==> src/sv/i2cm_pkg.sv <==
// Types, codes and reset constants shared by the I2C bit-level master.
package i2cm_pkg;

    // Command codes carried in the mode field of a request
    localparam logic [2:0] MODE_START = 3'd0;
    localparam logic [2:0] MODE_STOP  = 3'd1;
    localparam logic [2:0] MODE_WRITE = 3'd2;
    localparam logic [2:0] MODE_READ  = 3'd3;
    localparam logic [2:0] MODE_TICK  = 3'd4;

    localparam int unsigned BYTE_BITS = 8;
    localparam logic [7:0] ACK_LIMIT_RESET = 8'd255;

    // Write sequence phases
    localparam logic [2:0] WR_SCL_LOW  = 3'd0;
    localparam logic [2:0] WR_SDA_BIT  = 3'd1;
    localparam logic [2:0] WR_SCL_HIGH = 3'd2;
    localparam logic [2:0] WR_SCL_DROP = 3'd3;
    localparam logic [2:0] WR_RELEASE  = 3'd4;
    localparam logic [2:0] WR_ACK_SCL  = 3'd5;
    localparam logic [2:0] WR_POLL     = 3'd6;
    localparam logic [2:0] WR_FINISH   = 3'd7;

    typedef enum logic [1:0] {
        OP_START = 2'd0,
        OP_STOP  = 2'd1,
        OP_WRITE = 2'd2,
        OP_READ  = 2'd3
    } t_op;

    typedef struct packed {
        logic [2:0] mode;
        logic [7:0] data_byte;
        logic       last_read;
        logic       sda_sample;
    } t_in_req;

    typedef struct packed {
        logic       scl_level;
        logic       sda_drive_enable;
        logic       sda_level;
        logic       busy_res;
        logic       done_res;
        logic [7:0] rx_byte;
        logic       ack_missing;
        logic       rejected;
    } t_out_res;

    typedef struct packed {
        t_op        op;
        logic       active;
        logic [2:0] phase;
        logic [3:0] bit_idx;
        logic [7:0] shift;
        logic [7:0] ack_cnt;
        logic       nack_req;
        logic       ack_seen;
        logic       scl;
        logic       oe;
        logic       sda;
        logic [7:0] last_rx;
    } t_state;

    localparam t_state STATE_RESET = '{
        op:       OP_START,
        active:   1'b0,
        phase:    3'd0,
        bit_idx:  4'd0,
        shift:    8'd0,
        ack_cnt:  8'd0,
        nack_req: 1'b0,
        ack_seen: 1'b0,
        scl:      1'b1,
        oe:       1'b1,
        sda:      1'b1,
        last_rx:  8'd0
    };

endpackage

==> src/sv/i2c_bit_level_master_top.sv <==
// Top level of the I2C bit-level master: state, result register and handshakes.
//
// I2C master that sequences SCL and SDA one bus phase per tick request. While
// idle it takes a command (start, stop, write byte, read byte with ACK or
// NACK); each later tick request advances the sequence by one phase and each
// request of any kind yields exactly one result with the pin levels, busy,
// done, the last received byte, a missing-ACK flag and a rejected-command
// flag. A request is taken in the cycle it arrives: the whole phase step is a
// single pass of logic from the request and the state registers into the
// result register, so one request per clock is sustained. The input side
// stalls only while a result is held in the output register and the
// consumer is stalling it. The user must write ack_wait_limit via i_cfg_we and
// i_cfg_wdata only while idle; the block does not enforce it. It resets to 255.
module i2c_bit_level_master_top
    import i2cm_pkg::*;
(
    input  logic       i_clk,
    input  logic       i_rst_n,
    // configuration
    input  logic       i_cfg_we,
    input  logic [7:0] i_cfg_wdata,
    // request channel
    input  logic       i_in_valid,
    output logic       o_in_stall,
    input  t_in_req    i_in,
    // result channel
    output logic       o_out_valid,
    input  logic       i_out_stall,
    output t_out_res   o_out
);

    t_state     r_state;
    t_state     n_state;
    t_out_res   r_out;
    t_out_res   n_out;
    logic       r_out_valid;
    logic [7:0] r_ack_limit;
    logic       accept;

    // the result register frees up in the same cycle it is taken
    assign o_in_stall = r_out_valid && i_out_stall;
    assign accept     = i_in_valid && !o_in_stall;

    i2cm_core u_core (
        .i_state     (r_state),
        .i_req       (i_in),
        .i_ack_limit (r_ack_limit),
        .o_state     (n_state),
        .o_res       (n_out)
    );

    always_ff @(posedge i_clk) begin
        if (!i_rst_n) begin
            r_state     <= STATE_RESET;
            r_out_valid <= 1'b0;
            r_ack_limit <= ACK_LIMIT_RESET;
        end else begin
            if (i_cfg_we) r_ack_limit <= i_cfg_wdata;
            if (accept) begin
                r_state     <= n_state;
                r_out_valid <= 1'b1;
            end else if (!i_out_stall) begin
                r_out_valid <= 1'b0;
            end
        end
    end

    // payload only, no reset needed
    always_ff @(posedge i_clk) begin
        if (accept) r_out <= n_out;
    end

    assign o_out_valid = r_out_valid;
    assign o_out       = r_out;

endmodule

==> src/sv/i2cm_core.sv <==
// Next-state and result logic for one request of the I2C bit-level master.
module i2cm_core
    import i2cm_pkg::*;
(
    input  t_state     i_state,
    input  t_in_req    i_req,
    input  logic [7:0] i_ack_limit,
    output t_state     o_state,
    output t_out_res   o_res
);

    logic       done;
    logic       no_ack;
    logic       rej;
    logic [1:0] p;
    logic [3:0] bit_next;
    logic [7:0] cnt_next;

    assign p        = i_state.phase[1:0];
    assign bit_next = i_state.bit_idx + 4'd1;
    assign cnt_next = i_state.ack_cnt + 8'd1;

    always_comb begin
        o_state = i_state;
        done    = 1'b0;
        no_ack  = 1'b0;
        rej     = 1'b0;

        if (i_req.mode inside {[MODE_START:MODE_READ]}) begin
            if (i_state.active) begin
                rej = 1'b1;
            end else begin
                o_state.op       = t_op'(i_req.mode[1:0]);
                o_state.active   = 1'b1;
                o_state.phase    = 3'd0;
                o_state.bit_idx  = 4'd0;
                o_state.ack_cnt  = 8'd0;
                o_state.ack_seen = 1'b0;
                o_state.nack_req = i_req.last_read;
                o_state.shift    = (i_req.mode == MODE_WRITE) ? i_req.data_byte : 8'd0;
            end
        end else if (i_req.mode == MODE_TICK && i_state.active) begin
            case (i_state.op)
                OP_START, OP_STOP: begin
                    o_state.oe = 1'b1;
                    case (p)
                        2'd0: begin
                            o_state.sda = (i_state.op == OP_START);
                        end
                        2'd1: begin
                            o_state.scl = (i_state.op == OP_START);
                        end
                        2'd2: begin
                            if (i_state.op == OP_START) o_state.sda = 1'b0;
                            else                        o_state.scl = 1'b1;
                        end
                        default: begin
                            if (i_state.op == OP_START) o_state.scl = 1'b0;
                            else                        o_state.sda = 1'b1;
                        end
                    endcase
                    o_state.phase = {1'b0, p} + 3'd1;
                    done = (p == 2'd3);
                end
                OP_WRITE: begin
                    case (i_state.phase)
                        WR_SCL_LOW: begin
                            o_state.scl   = 1'b0;
                            o_state.phase = WR_SDA_BIT;
                        end
                        WR_SDA_BIT: begin
                            o_state.oe    = 1'b1;
                            o_state.sda   = i_state.shift[7];
                            o_state.shift = {i_state.shift[6:0], 1'b0};
                            o_state.phase = WR_SCL_HIGH;
                        end
                        WR_SCL_HIGH: begin
                            o_state.scl   = 1'b1;
                            o_state.phase = WR_SCL_DROP;
                        end
                        WR_SCL_DROP: begin
                            o_state.scl     = 1'b0;
                            o_state.bit_idx = bit_next;
                            o_state.phase   = (bit_next >= 4'(BYTE_BITS)) ? WR_RELEASE
                                                                         : WR_SDA_BIT;
                        end
                        WR_RELEASE: begin
                            o_state.oe    = 1'b0;
                            o_state.sda   = 1'b1;
                            o_state.phase = WR_ACK_SCL;
                        end
                        WR_ACK_SCL: begin
                            o_state.scl     = 1'b1;
                            o_state.ack_cnt = 8'd0;
                            o_state.phase   = WR_POLL;
                        end
                        WR_POLL: begin
                            if (!i_req.sda_sample) begin
                                o_state.ack_seen = 1'b1;
                                o_state.scl      = 1'b0;
                                o_state.phase    = WR_FINISH;
                            end else begin
                                o_state.ack_cnt = cnt_next;
                                if (cnt_next >= i_ack_limit) begin
                                    o_state.scl   = 1'b0;
                                    o_state.phase = WR_FINISH;
                                end
                            end
                        end
                        default: begin
                            o_state.oe  = 1'b1;
                            o_state.sda = 1'b1;
                            no_ack      = !i_state.ack_seen;
                            done        = 1'b1;
                        end
                    endcase
                end
                default: begin
                    // read: eight sampled bits, then the ACK/NACK slot
                    if (i_state.bit_idx < 4'(BYTE_BITS)) begin
                        case (p)
                            2'd0: begin
                                o_state.oe  = 1'b0;
                                o_state.sda = 1'b1;
                                o_state.scl = 1'b0;
                            end
                            2'd1: o_state.scl = 1'b1;
                            2'd2: ;
                            default: begin
                                o_state.shift   = {i_state.shift[6:0], i_req.sda_sample};
                                o_state.scl     = 1'b0;
                                o_state.bit_idx = bit_next;
                            end
                        endcase
                        o_state.phase = {1'b0, p + 2'd1};
                    end else begin
                        case (p)
                            2'd0: begin
                                o_state.oe  = 1'b1;
                                o_state.scl = 1'b0;
                            end
                            2'd1: o_state.sda = i_state.nack_req;
                            2'd2: o_state.scl = 1'b1;
                            default: begin
                                o_state.scl     = 1'b0;
                                o_state.last_rx = i_state.shift;
                                done            = 1'b1;
                            end
                        endcase
                        if (p != 2'd3) o_state.phase = {1'b0, p + 2'd1};
                    end
                end
            endcase
            if (done) o_state.active = 1'b0;
        end
    end

    assign o_res = '{
        scl_level:        o_state.scl,
        sda_drive_enable: o_state.oe,
        sda_level:        o_state.sda,
        busy_res:         o_state.active,
        done_res:         done,
        rx_byte:          o_state.last_rx,
        ack_missing:      no_ack,
        rejected:         rej
    };

endmodule

==> config.mk <==
export PLATFORM = sky130hd
export DESIGN_NAME = i2c_bit_level_master_top
export DESIGN_NICKNAME = d
export VERILOG_FILES = /design/src/sv/i2cm_pkg.sv /design/src/sv/i2c_bit_level_master_top.sv /design/src/sv/i2cm_core.sv
export SDC_FILE = /design/constraint.sdc
export NUM_CORES = 1
export LEC_CHECK = 0
export BUFFER_PORTS_ARGS = -buffer_cell sky130_fd_sc_hd__clkbuf_2
export CORE_ASPECT_RATIO = 2
export CORE_MARGIN = 2
export CORE_UTILIZATION = 40
export DETAILED_ROUTE_END_ITERATION = 16
export PLACE_DENSITY = 0.55
export SETUP_SLACK_MARGIN = 0.4
export SYNTH_ARGS = -nofsm -noshare
export SYNTH_HDL_FRONTEND = slang
export SYNTH_SLANG_ARGS = --single-unit
==> constraint.sdc <==
create_clock -name i_clk -period 3 [get_ports i_clk]
set_clock_uncertainty 0.05 [all_clocks]
set_input_delay 0.3 -clock i_clk [delete_from_list [all_inputs] [get_ports i_clk]]
set_output_delay 0.3 -clock i_clk [all_outputs]
set_load 0.03 [all_outputs]
==> Word level (Yosys, flattened, before mapping) <==
Cells that the tools add are included.
{ "totals": {"input_bits": 26, "register_bits": 63} }
{ "op_classes": {"add_sub_neg": 4, "bitwise_logic": 3, "mux": 55, "order_cmp": 5, "reduce_logical": 30, "eq_ne": 24} }
{ "op_table": {"columns": ["op", "n"], "rows": [
  ["8-bit 2-to-1 mux", 7],
  ["24-bit 2-to-1 mux", 2],
  ["12-bit 2-to-1 mux", 3],
  ["25-bit 2-to-1 mux", 1],
  ["12-bit case mux with 2 select lines", 1],
  ["1-bit 2-to-1 mux", 21],
  ["3-bit case mux with 7 select lines", 1],
  ["3-bit 2-to-1 mux", 6],
  ["6-bit AND reduction", 3],
  ["8-bit case mux with 2 select lines", 1],
  ["7-bit AND reduction", 2],
  ["3-bit equality test (second input constant)", 4],
  ["3-bit case mux with 2 select lines", 2],
  ["11-bit 2-to-1 mux", 1],
  ["10-bit OR reduction", 1],
  ["3-bit by 2-bit equality test with 1-bit output (second input constant)", 3],
  ["3-bit by 2-bit != test with 1-bit output (second input constant)", 3],
  ["9-bit by 8-bit != test with 1-bit output (second input constant)", 1],
  ["1-bit case mux with 3 select lines", 3],
  ["8-bit by 1-bit adder with 8-bit output (second input constant)", 1],
  ["8-bit >= comparator", 1],
  ["2-bit OR reduction", 4],
  ["7-bit OR reduction", 1],
  ["2-bit equality test (second input constant)", 3],
  ["28 further kinds", 45]
]} }

==> Depth between registers and ports, before layout <==
Gate-level depths: netlist of run 1.
{ "logic_depth": {"word_depth": 10, "mapped_depth": 10, "depth_no_buf": 10} }

==> Hierarchy <==
Synthesis of run 1 repeated with hierarchy kept, for this count alone.
{ "unflattened": {"cells_unflattened": 481, "area_unflattened_um2": 4219.0} }
{ "by_module_without_submodules": {"columns": ["module", "area_each_um2", "seq_area_each_um2", "instances", "cells_per_inst"], "rows": [
  ["i2c_bit_level_master_top", 2377.3, 1411.4, 1, 214],
  ["i2cm_core", 1841.8, 0.0, 1, 267]
]} }

==> Worst setup path before layout of run 1 <==
No wires, ideal clock.
{ "synth_path": {"path_type": "register -> register", "from": "reg r_out_valid, in the netlist o_out_valid", "to": "reg r_state[13] (netlist name)", "synth_period_minus_slack_ns": 2.611, "required_ns": 2.829, "path_slack_ns": 0.389, "n_path_buf": 1, "path_stages_with_launch": 8, "arrival_time_ns": 2.440, "cell_sequence": "dfxtp_1 and2_1 nand2b_1 clkinv_1 and2_1 and3_1 buf_2 mux2_2"} }
{ "synth_between": {"elab_chain_len": 4} }
{ "synth_lines": {"columns": ["item", "line", "source"], "rows": [
  ["start: declaration", "i2c_bit_level_master_top.sv:36", "logic r_out_valid;"],
  ["start signal: assignment", "i2c_bit_level_master_top.sv:55", "r_out_valid <= 1'b0;"],
  ["start signal: assignment", "i2c_bit_level_master_top.sv:61", "r_out_valid <= 1'b1;"],
  ["start signal: assignment", "i2c_bit_level_master_top.sv:63", "r_out_valid <= 1'b0;"],
  ["1-bit logical AND", "i2c_bit_level_master_top.sv:41", "assign o_in_stall = r_out_valid && i_out_stall;"],
  ["net o_in_stall", "i2c_bit_level_master_top.sv:24", "output logic o_in_stall,"],
  ["1-bit zero test", "i2c_bit_level_master_top.sv:42", "assign accept = i_in_valid && !o_in_stall;"],
  ["1-bit logical AND", "i2c_bit_level_master_top.sv:42", null],
  ["net accept", "i2c_bit_level_master_top.sv:38", "logic accept;"],
  ["6-bit AND reduction (no source line)", null, null],
  ["end signal: assignment", "i2c_bit_level_master_top.sv:60", "r_state <= n_state;"],
  ["end: declaration", "i2c_bit_level_master_top.sv:32", "t_state r_state;"]
]} }
The timed path passes the listed nets, and every way through them passes these cells.
A chain may end at the register's enable or synchronous reset.

==> Worst setup path in the final report of run 1 <==
{ "layout_path": {"from": "reg r_state[17] (netlist name)", "to": "reg r_state[33] (netlist name)"} }
{ "layout_between": {"elab_chain_len": 4} }
{ "layout_lines": {"columns": ["item", "line", "source"], "rows": [
  ["8-bit by 1-bit adder with 8-bit output", "i2cm_core.sv:21", "assign cnt_next = i_state.ack_cnt + 8'd1;"],
  ["8-bit >= comparator", "i2cm_core.sv:104", "if (cnt_next >= i_ack_limit) begin"],
  ["5-bit by 3-bit != test with 1-bit output (no source line)", null, null],
  ["6-bit AND reduction (no source line)", null, null]
]} }
Every way passes these cells.

==> results.sh, run 1 <==
export IMPL_fin_tns_setup_ns=0
export IMPL_core_area_sq_um=8233
export IMPL_cap_violations=0
export IMPL_clock_fmax_mhz=410.3
export IMPL_crit_required_ns=3.21
export IMPL_placedCellCount=492
export IMPL_ys_types=54
export IMPL_yosysSeqAreaShare_pct=42.00
export IMPL_synth_area_leader_cell="dfxtp_1"
export IMPL_yosysWarnings=0
export IMPL_ys_ff_latch=63
export IMPL_die_x_microns=68.82
export IMPL_report_final_slew_viol_count=0
export IMPL_clk_path_buf_depth=2
export IMPL_num_vias=2843
export IMPL_area_growth_pct=17.20
export IMPL_overflow=0
export IMPL_syn_num_nets=407
export IMPL_status="finished clean"
export IMPL_synth_edf_count=15
export IMPL_drt_first_pass_iters=5
export IMPL_fin_cells=508
export IMPL_port_buffers=42
export IMPL_clk_pin_slew_ns=0.05
export IMPL_syn_inst=367
export IMPL_cp_start_kind="flip-flop"
export IMPL_drc=0
export IMPL_pre_cts_ws_ns=0.4189
export IMPL_start_util_pct=40.82
export IMPL_ios=43
export IMPL_hpwlAfterDp_mm=6.141
export IMPL_period_minus_slack_ns=2.437
export IMPL_vdd_drop_max_v=0.0003711
export IMPL_die_h_microns=133.6
export IMPL_synthDominantCellAreaShare_pct=28.59
export IMPL_cp_max_fo=4
export IMPL_fin_crit_sh_pct=81.24
export IMPL_finalWorstSetupSlack_ns=0.5628
export IMPL_ant_nets=0
export IMPL_r2r_cells=10
export IMPL_fin_nets=446
export IMPL_track_usage_pct=19.79
export IMPL_grt_pass1_wl_mm=13.36
export IMPL_r2r_slack_ns=0.56
export IMPL_critical_path_class="reg -> reg"
export IMPL_synthTopCellsByArea="dfxtp_1 (29%), edfxtp_1 (13%), nand2_1 (5.7%), ha_1 (5.2%), mux2_2 (3.7%)"
export IMPL_cts_buffers=9
export IMPL_drive_gt1_share_pct=20.00
export IMPL_ys_flop_type="dfxtp_1"
export IMPL_rsz0062_at_grt="no"
export IMPL_hold_viol_final=0
export IMPL_clock_sink_count=63
export IMPL_critPathArrivalTime_ns=2.65
export IMPL_hold_depth=3
export IMPL_worstMarginPinSlew_ns=0.8057
export IMPL_insertion_delay_ns=0.33
export IMPL_grt_pass1_vias=2713
export IMPL_ys_async_sr_fraction_pct=0
export IMPL_drt_vias_per_instance=5.596
export IMPL_hold_class="in -> reg"
export IMPL_wl_per_cell_microns=16.47
export IMPL_drt_initial_drc_count=88
export IMPL_synth_avg_cell_area_sq_um=9.157
export IMPL_grt_max_degree=43
export IMPL_rows=47
export IMPL_num_fill_cells=822
export IMPL_powerDensity_nw_per_um2=507.2
export IMPL_relSlewSlack_pct=46.15
export IMPL_cts_tree="done"
export IMPL_antenna_found_initial=0
export IMPL_setup_viol=0
export IMPL_antennaDiodeCount=0
export IMPL_critPathCaptureType="flip-flop"
export IMPL_p_leak_nw=1.681
export IMPL_dieArea_sq_um=9196
export IMPL_htree_levels=3
export IMPL_gp_congestion=0.9387
export IMPL_wirelength_mm=8.368
export IMPL_root_buffer="clkbuf_16"
export IMPL_netlist_area_sq_um=3361
-- metrics by stage --
stage,util (%),instance area [sq um],hold slack (ns),power (mW)
final,47.84,3939,0.1371,1.998
after CTS,47.66,3924,0.1329,2.019
after global placement,44.53,3666,0.3967,1.095
after floorplan,-,3362,0.3741,1.037
after detailed placement,44.53,3666,0.4068,1.097
after global routing,47.84,3939,0.1430,2.074
-- worst max-delay path, cell delays in order (launching register included) --
cell and delay [ns]:
dfxtp_1 0.33, and3_1 0.20, and3_1 0.19, and3_1 0.18, xor2_1 0.16, ha_1 0.30
nand2_1 0.07, o2111ai_1 0.22, a211oi_2 0.09, a211oi_2 0.36, mux2i_1 0.23
-- flip-flops by register name (all words and copies together) (netlist names) --
name	cells
r_state	39
o_out_valid	1
r_ack_limit	8
o_out	15
-- path summary, 6_finish.rpt --
kind | endpoint | startpoint
setup / recovery | r_state[33] | r_state[17]
hold / removal | r_ack_limit[3] | i_cfg_wdata[3]
setup reg to reg | r_state[33] | r_state[17]
hold reg to reg | r_state[5] | r_state[5]
-- cell usage after synthesis, types with 5 or more instances --
cell       number
a211oi_1        5
a21boi_0       11
o211ai_1        7
nor2b_1         8
o2111ai_1       5
xnor2_1         7
o21ai_0        13
a22o_1          5
inv_1          15
and3_1          7
edfxtp_1       15
nand2_1        51
clkbuf_1       19
ha_1           14
buf_2           5
a21oi_1         9
mux2i_1         7
dfxtp_1        48
mux2_2         11
nor2_1         17
nand3_1        19
o211a_1         8
a22oi_1         7
nor3_1          5
-- what timing repair did --
item	in CTS	in global routing
setup buffers	0	1
endpoints found under the setup margin	0	8
resized for setup	0	2
hold buffers	0	0
-- placed cells by master, fill, tap and decap left out, types with 3 or more instances in the layout --
| cell | Yosys | routed |
|---|---|---|
| nand2_1 | 51 | 51 |
| dfxtp_1 | 48 | 48 |
| clkbuf_2 | 0 | 42 |
| nand3_1 | 19 | 19 |
| nor2_1 | 17 | 17 |
| inv_1 | 15 | 15 |
| edfxtp_1 | 15 | 15 |
| o21ai_0 | 13 | 13 |
| ha_1 | 14 | 13 |
| mux2_2 | 11 | 11 |
| a21boi_0 | 11 | 11 |
| buf_4 | 0 | 10 |
| a21oi_1 | 9 | 9 |
| clkbuf_16 | 0 | 9 |
| nor2b_1 | 8 | 8 |
| o211a_1 | 8 | 8 |
| and3_1 | 7 | 7 |
| mux2i_1 | 7 | 7 |
| xnor2_1 | 7 | 7 |
| a22oi_1 | 7 | 7 |
| o211ai_1 | 7 | 7 |
| nor3_1 | 5 | 5 |
| o2111ai_1 | 5 | 5 |
| a22o_1 | 5 | 5 |
| nand2b_1 | 4 | 4 |
| o31ai_1 | 4 | 4 |
| nor3b_1 | 4 | 4 |
| a211oi_1 | 5 | 4 |
| a31oi_1 | 4 | 4 |
| xor2_1 | 3 | 3 |
| clkbuf_1 | 19 | 3 |
-- routing by layer --
metal	GRT usage (%)	part of all wire (%)	vias to the layer above
met5	0	0	-
met4	8.606	2.5	0
met3	5.152	2.9	16
met2	35.36	56	45
met1	20.66	39	1369
li1	-	-	1413
-- area by class of cell --
class                   count  area [sq um]  share of cell area (%)
multi-input cells         264          1800                   45.71
flip-flops and latches     63          1411                   35.83
repair buffers             52         285.3                   7.243
clock buffers              13         250.2                   6.353
well taps                  98         122.6                   3.113
inverters                  16         61.31                   1.557
clock inverters             2         7.507                  0.1906
-- cells by family after synthesis --
kind of cell             after synthesis  synth area share [%]
AO/OA/AOI/OAI                         93                 20.74
XOR/XNOR                              10                 2.606
adder cells (fa/ha/maj)               14                 5.212
buffers and inverters                 40                 4.653
flip-flops                            63                 42.00
multiplexers                          18                 5.771
AND/OR/NAND/NOR                      129                 19.02
-- power breakdown --
| group | switching (mW) | leakage, nW | internal (mW) |
|---|---|---|---|
| registers | 0.0211 | 0.535 | 0.899 |
| logic | 0.102 | 1.02 | 0.0577 |
| clock network | 0.347 | 0.125 | 0.571 |
| total | 0.470 | 1.68 | 1.53 |
No activity file was read; power rests on OpenSTA's default activity.
==> run 2: changes to the inputs <==
Settings changed: PLACE_DENSITY 0.55 to 0.57.
Clock period 3 ns to 2.1 ns, I/O delays scaled along.
==> run 2 against run 1 <==
Effect of this change:
- the run now ends with negative setup slack left
- via count is 9.2% higher
- maximum frequency shrank 0.52%
- utilization increased by 8.1 points
- sequential share of layout area is 4.7 points lower
- die area unchanged
- global-route usage is 2.7 points higher
- critical path depth increased by 2
- setup slack worse by 0.91 ns
- count of clock-buffer cells in the layout grew 3
- final area is 17% higher
- combinational power increased by 74%
- register-to-register slack worse by 0.91 ns
- critical endpoint is now r_state[35]
==> results.sh, run 2 (synthesis gave the netlist of run 1 again) <==
export IMPL_critical_path_class="reg -> reg"
export IMPL_cts_buffers=9
export IMPL_holdBufCountCts=0
export IMPL_ios=43
export IMPL_worstSetupStartpoint="r_state[13]"
export IMPL_drive_gt1_share_pct=39.70
export IMPL_core_area_sq_um=8233
export IMPL_worstMarginPinSlew_ns=0.3940
export IMPL_htree_levels=3
export IMPL_grt_pass1_wl_mm=15.12
export IMPL_p_leak_nw=1.989
export IMPL_crit_top_cell="and3_4"
export IMPL_num_vias=3104
export IMPL_status="finished, violations left"
export IMPL_cp_max_fo=4
export IMPL_cp_start_kind="flip-flop"
export IMPL_clock_sink_count=63
export IMPL_cpPeakStageDelay_ns=0.36
export IMPL_gp_congestion=0.9031
export IMPL_mostFrequentLayoutCells="buf_4 (53), nand2_1 (48), clkbuf_2 (42)"
export IMPL_track_usage_pct=22.54
export IMPL_wl_per_cell_microns=17.45
export IMPL_dieArea_sq_um=9196
export IMPL_drt_first_pass_iters=4
export IMPL_antenna_found_initial=0
export IMPL_area_growth_pct=37.16
export IMPL_relSlewSlack_pct=73.70
export IMPL_total_power_mw=2.947
export IMPL_root_buffer="clkbuf_16"
export IMPL_fin_nets=496
export IMPL_clk_pin_slew_ns=0.05
export IMPL_die_h_microns=133.6
export IMPL_grt_pass1_vias=3132
export IMPL_critPathCaptureType="flip-flop"
export IMPL_final_util_pct=55.99
export IMPL_crit_required_ns=2.30
export IMPL_crit_chain="and3_4 -> and3_4 -> and3_4 -> xor2_2 -> ha_1 -> nand2_2 -> buf_4 -> nor3_4 -> a211oi_2 -> a211oi_2 -> buf_4 -> mux2i_1"
export IMPL_fin_crit_sh_pct=116.7
export IMPL_start_util_pct=40.82
export IMPL_final_common_cell="buf_4"
export IMPL_hold_viol_final=0
export IMPL_cap_violations=0
export IMPL_setup_viol=5
export IMPL_report_final_slew_viol_count=0
export IMPL_post_dp_cell_area_sq_um=3996
export IMPL_worst_path_max_delay_cell="dfxtp_4"
export IMPL_grt_max_degree=27
export IMPL_critPathTopFamily="simple AND/OR/NAND/NOR gates"
export IMPL_period_minus_slack_ns=2.450
export IMPL_clock_fmax_mhz=408.2
export IMPL_min_delay_start="i_cfg_wdata[2]"
export IMPL_drc=0
export IMPL_finalWorstSetupSlack_ns=-0.3501
export IMPL_powerDensity_nw_per_um2=639.4
export IMPL_hpwlAfterDp_mm=6.871
export IMPL_die_x_microns=68.82
export IMPL_hold_class="in -> reg"
export IMPL_overflow=0
export IMPL_critPathArrivalTime_ns=2.65
export IMPL_largest_register="r_state"
export IMPL_crit_buf_inv=2
export IMPL_largest_reg_flops=39
export IMPL_rsz0062_at_grt="yes"
export IMPL_r2r_start="r_state[13]"
export IMPL_port_buffers=42
export IMPL_insertion_delay_ns=0.33
export IMPL_vdd_drop_max_v=0.0005177
export IMPL_drt_initial_drc_count=96
export IMPL_rows=47
export IMPL_ant_nets=0
export IMPL_drt_vias_per_instance=5.553
export IMPL_antennaDiodeCount=0
export IMPL_violations="negative setup slack"
export IMPL_wirelength_mm=9.757
export IMPL_cts_tree="done"
export IMPL_fin_area_sq_um=4609
export IMPL_clk_path_buf_depth=2
[run 2: cell types whose count changed in the layout (fill, tap and decap cells not counted), moves of 3 or more]
cell	previous run	this run
buf_4	10	53
dfxtp_1	48	38
dfxtp_2	0	6
and3_1	7	3
and3_4	0	4
buf_6	0	4
dfxtp_4	0	4
ha_1	13	9
ha_4	0	4
o21ai_0	13	9
nand2_1	51	48
nor2_1	17	14
o21ai_1	0	3
[run 2: routing by layer]
| metal | track usage, % | share of wire [%] |
|---|---|---|
| met1 | 21.24 | 35 |
| met2 | 42.57 | 58 |
| met3 | 3.801 | 2.6 |
| met4 | 12.42 | 4.3 |
| met5 | 0 | 0 |
[run 2: cell type report]
type | count | area, sq um
tap | 98 | 122.6
timing repair inverter | 1 | 8.758
timing repair buffer | 100 | 658.1
fill | 772 | 3623
multi-input combinational | 265 | 2039
sequential | 63 | 1434
inverter | 16 | 75.07
clock buffer | 16 | 271.5
[run 2: final timing paths]
path,end,slack [ns],cells after the start
setup / recovery,r_state[35],-0.35,12
hold / removal,r_ack_limit[2],0.05,3
setup reg to reg,r_state[35],-0.35,12
hold reg to reg,r_state[3],0.42,2
[run 2: timing repair]
item / 4_1_cts / 5_1_grt
gates cloned: 3 / 0
gates resized for setup: 37 / 17
buffers inserted: 8 / 7
pin swaps: 14 / 9
endpoints found under the hold margin: 0 / 0
endpoints found under the setup margin: 47 / 48
[run 2: worst register-to-register path, delay by kind of cell (launching register included)]
kind | cells | cell delay [ns]
adder cells (fa/ha/maj) | 1 | 0.31
flip-flops | 1 | 0.36
AND/OR/NAND/NOR | 5 | 0.69
buffers and inverters | 2 | 0.30
multiplexers | 1 | 0.18
XOR/XNOR | 1 | 0.17
AO/OA/AOI/OAI | 2 | 0.30
[run 2: per-stage QoR]
step                      std cells  setup TNS (ns)  hold slack [ns]  worst slack (ns)
after floorplan                 367         -0.3210           0.2831           -0.1070
after global placement          525         -0.8008           0.3802           -0.2210
after detailed placement        525          -1.088           0.3807           -0.2945
after CTS                       552          -1.084          0.03795           -0.2489
after global routing            559          -2.260          0.06809           -0.4640
final                           559          -1.587          0.04893           -0.3501
[run 2: where the power goes]
| group | internal (mW) | switching (mW) |
|---|---|---|
| Clock | 0.865 | 0.498 |
| Combinational | 0.108 | 0.170 |
| Sequential | 1.28 | 0.0258 |
| Total | 2.25 | 0.694 |
==> run 3: changes to the inputs <==
Settings changed: PLACE_DENSITY 0.57 to 0.55.
Clock period 2.1 ns to 2.3 ns, I/O delays scaled along.
==> run 3 against run 2 <==
Effect of this change:
- the flow still finishes with violations (negative setup slack)
- flip-flop and latch count stayed put
- global-route usage is 1.2 points lower
- sequential power is 8% lower
- clock power hardly changed
- critical path depth is 1 lower
- power is 5.6% lower
- largest cell class unchanged
==> results.sh, run 3 (synthesis gave the netlist of run 1 again) <==
export IMPL_ant_nets=0
export IMPL_clock_sink_count=63
export IMPL_worstMarginPinSlew_ns=0.4966
export IMPL_critPathArrivalTime_ns=2.53
export IMPL_fin_crit_sh_pct=101.3
export IMPL_clk_path_buf_depth=2
export IMPL_crit_top_cell="and3_4"
export IMPL_dieArea_sq_um=9196
export IMPL_antennaDiodeCount=0
export IMPL_gp_congestion=0.8438
export IMPL_worst_path_max_delay_cell="dfxtp_2"
export IMPL_finalWorstSetupSlack_ns=-0.03000
export IMPL_start_util_pct=40.82
export IMPL_largest_reg_flops=39
export IMPL_combPwrFrac_pct=8.6
export IMPL_seq_power_share_pct=43.0
export IMPL_rows=47
export IMPL_cpPeakStageDelay_ns=0.34
export IMPL_port_buffers=42
export IMPL_cp_start_kind="flip-flop"
export IMPL_drt_initial_drc_count=111
export IMPL_critical_path_class="reg -> reg"
export IMPL_clock_power_share_pct=48.4
export IMPL_grt_max_degree=23
export IMPL_root_buffer="clkbuf_16"
export IMPL_status="finished, violations left"
export IMPL_core_area_sq_um=8233
export IMPL_wirelength_mm=9.134
export IMPL_cts_tree="done"
export IMPL_relSlewSlack_pct=66.85
export IMPL_violations="negative setup slack"
export IMPL_crit_chain="and3_4 -> and3_4 -> and3_4 -> xor2_2 -> ha_1 -> nand2_2 -> o2111ai_2 -> a211oi_2 -> a211oi_2 -> buf_4 -> mux2i_1"
export IMPL_drive_gt1_share_pct=32.72
export IMPL_cap_violations=0
export IMPL_grt_pass1_vias=2979
export IMPL_overflow=0
export IMPL_critPathCaptureType="flip-flop"
export IMPL_htree_levels=3
export IMPL_hpwlAfterDp_mm=6.862
export IMPL_track_usage_pct=21.36
export IMPL_p_sw_share_pct=22.86
export IMPL_powerDensity_nw_per_um2=641.9
export IMPL_mostFrequentLayoutCells="nand2_1 (48), clkbuf_2 (42), dfxtp_1 (41)"
export IMPL_insertion_delay_ns=0.33
export IMPL_hold_worst_slack_ns=0.06438
export IMPL_internal_power_mw=2.147
export IMPL_cts_buffers=9
export IMPL_placedCellCount=507
export IMPL_clk_pin_slew_ns=0.05
export IMPL_vdd_drop_max_v=0.0005117
export IMPL_die_x_microns=68.82
export IMPL_setup_viol=3
export IMPL_clock_fmax_mhz=429.2
export IMPL_fin_nets=469
export IMPL_largest_register="r_state"
export IMPL_fin_cells=532
export IMPL_crit_required_ns=2.50
export IMPL_report_final_slew_viol_count=0
export IMPL_num_fill_cells=760
export IMPL_hold_class="in -> reg"
export IMPL_p_sw_uw=636.1
export IMPL_drt_first_pass_iters=5
export IMPL_period_minus_slack_ns=2.330
export IMPL_die_h_microns=133.6
export IMPL_drc=0
export IMPL_p_leak_nw=1.835
export IMPL_ios=43
export IMPL_cp_max_fo=3
export IMPL_drt_vias_per_instance=5.547
export IMPL_fin_tns_setup_ns=-0.06163
export IMPL_rsz0062_at_grt="yes"
export IMPL_final_util_pct=52.66
export IMPL_wl_per_cell_microns=17.17
export IMPL_num_vias=2951
export IMPL_area_growth_pct=29.00
export IMPL_grt_pass1_wl_mm=14.55
export IMPL_antenna_found_initial=0
export IMPL_final_common_cell="nand2_1"
export IMPL_hold_viol_final=0
[run 3: final cells by class]
| cell class | instances | area, sq um | share of cell area (%) |
|---|---|---|---|
| clock inverter | 5 | 46.29 | 1.068 |
| timing repair buffer | 75 | 470.5 | 10.85 |
| multi-input combinational | 264 | 1953 | 45.05 |
| clock buffer | 11 | 252.7 | 5.830 |
| tap | 98 | 122.6 | 2.828 |
| sequential | 63 | 1425 | 32.87 |
| inverter | 16 | 65.06 | 1.501 |
[run 3: power groups by stage]
stage	registers (mW)	logic, mW	clock network, mW
floorplan	1.24	0.121	0
global placement	1.22	0.235	0
detailed placement	1.22	0.236	0
CTS	1.20	0.240	1.38
global route	1.20	0.262	1.41
finish	1.20	0.240	1.35
[run 3: per-stage QoR]
| step | cell area, sq um | power [mW] | setup WS (ns) |
|---|---|---|---|
| finish | 4335 | 2.783 | -0.03000 |
| detailed placement | 3847 | 1.455 | -0.1127 |
| floorplan | 3431 | 1.359 | 0.09301 |
| CTS | 4245 | 2.814 | -0.03131 |
| global route | 4335 | 2.872 | -0.1904 |
| global placement | 3847 | 1.454 | -0.02587 |
[run 3: path summary, 6_finish.rpt]
check | from | endpoint | slack (ns) | cells past startpoint
worst max register to register | r_state[14] | r_state[33] | -0.03 | 11
worst min register to register | r_state[1] | r_state[1] | 0.41 | 2
worst max-delay path | r_state[14] | r_state[33] | -0.03 | 11
worst min-delay path | i_cfg_wdata[4] | r_ack_limit[4] | 0.06 | 3
[run 3: layer usage]
layer	wire length, microns	GRT usage [%]	part of all wire, %
met1	3178	21.20	35
met2	5486	39.48	60
met3	290	4.392	3.2
met4	179	10.35	2.0
met5	0	0	0
[run 3: critical path, delay by kind of cell (launching register included)]
kind	cells	cell delay (ns)
buf+inv	1	0.17
compound gates	3	0.47
xor+xnor	1	0.18
mux	1	0.18
simple gates	4	0.57
flops	1	0.34
fa+ha+maj	1	0.31
[run 3: timing repair]
| item | CTS | global route |
|---|---|---|
| setup buffers | 4 | 5 |
| endpoints found under the setup margin | 35 | 44 |
| hold buffers | 0 | 0 |
| resized for setup | 15 | 16 |
| pin swaps | 10 | 6 |
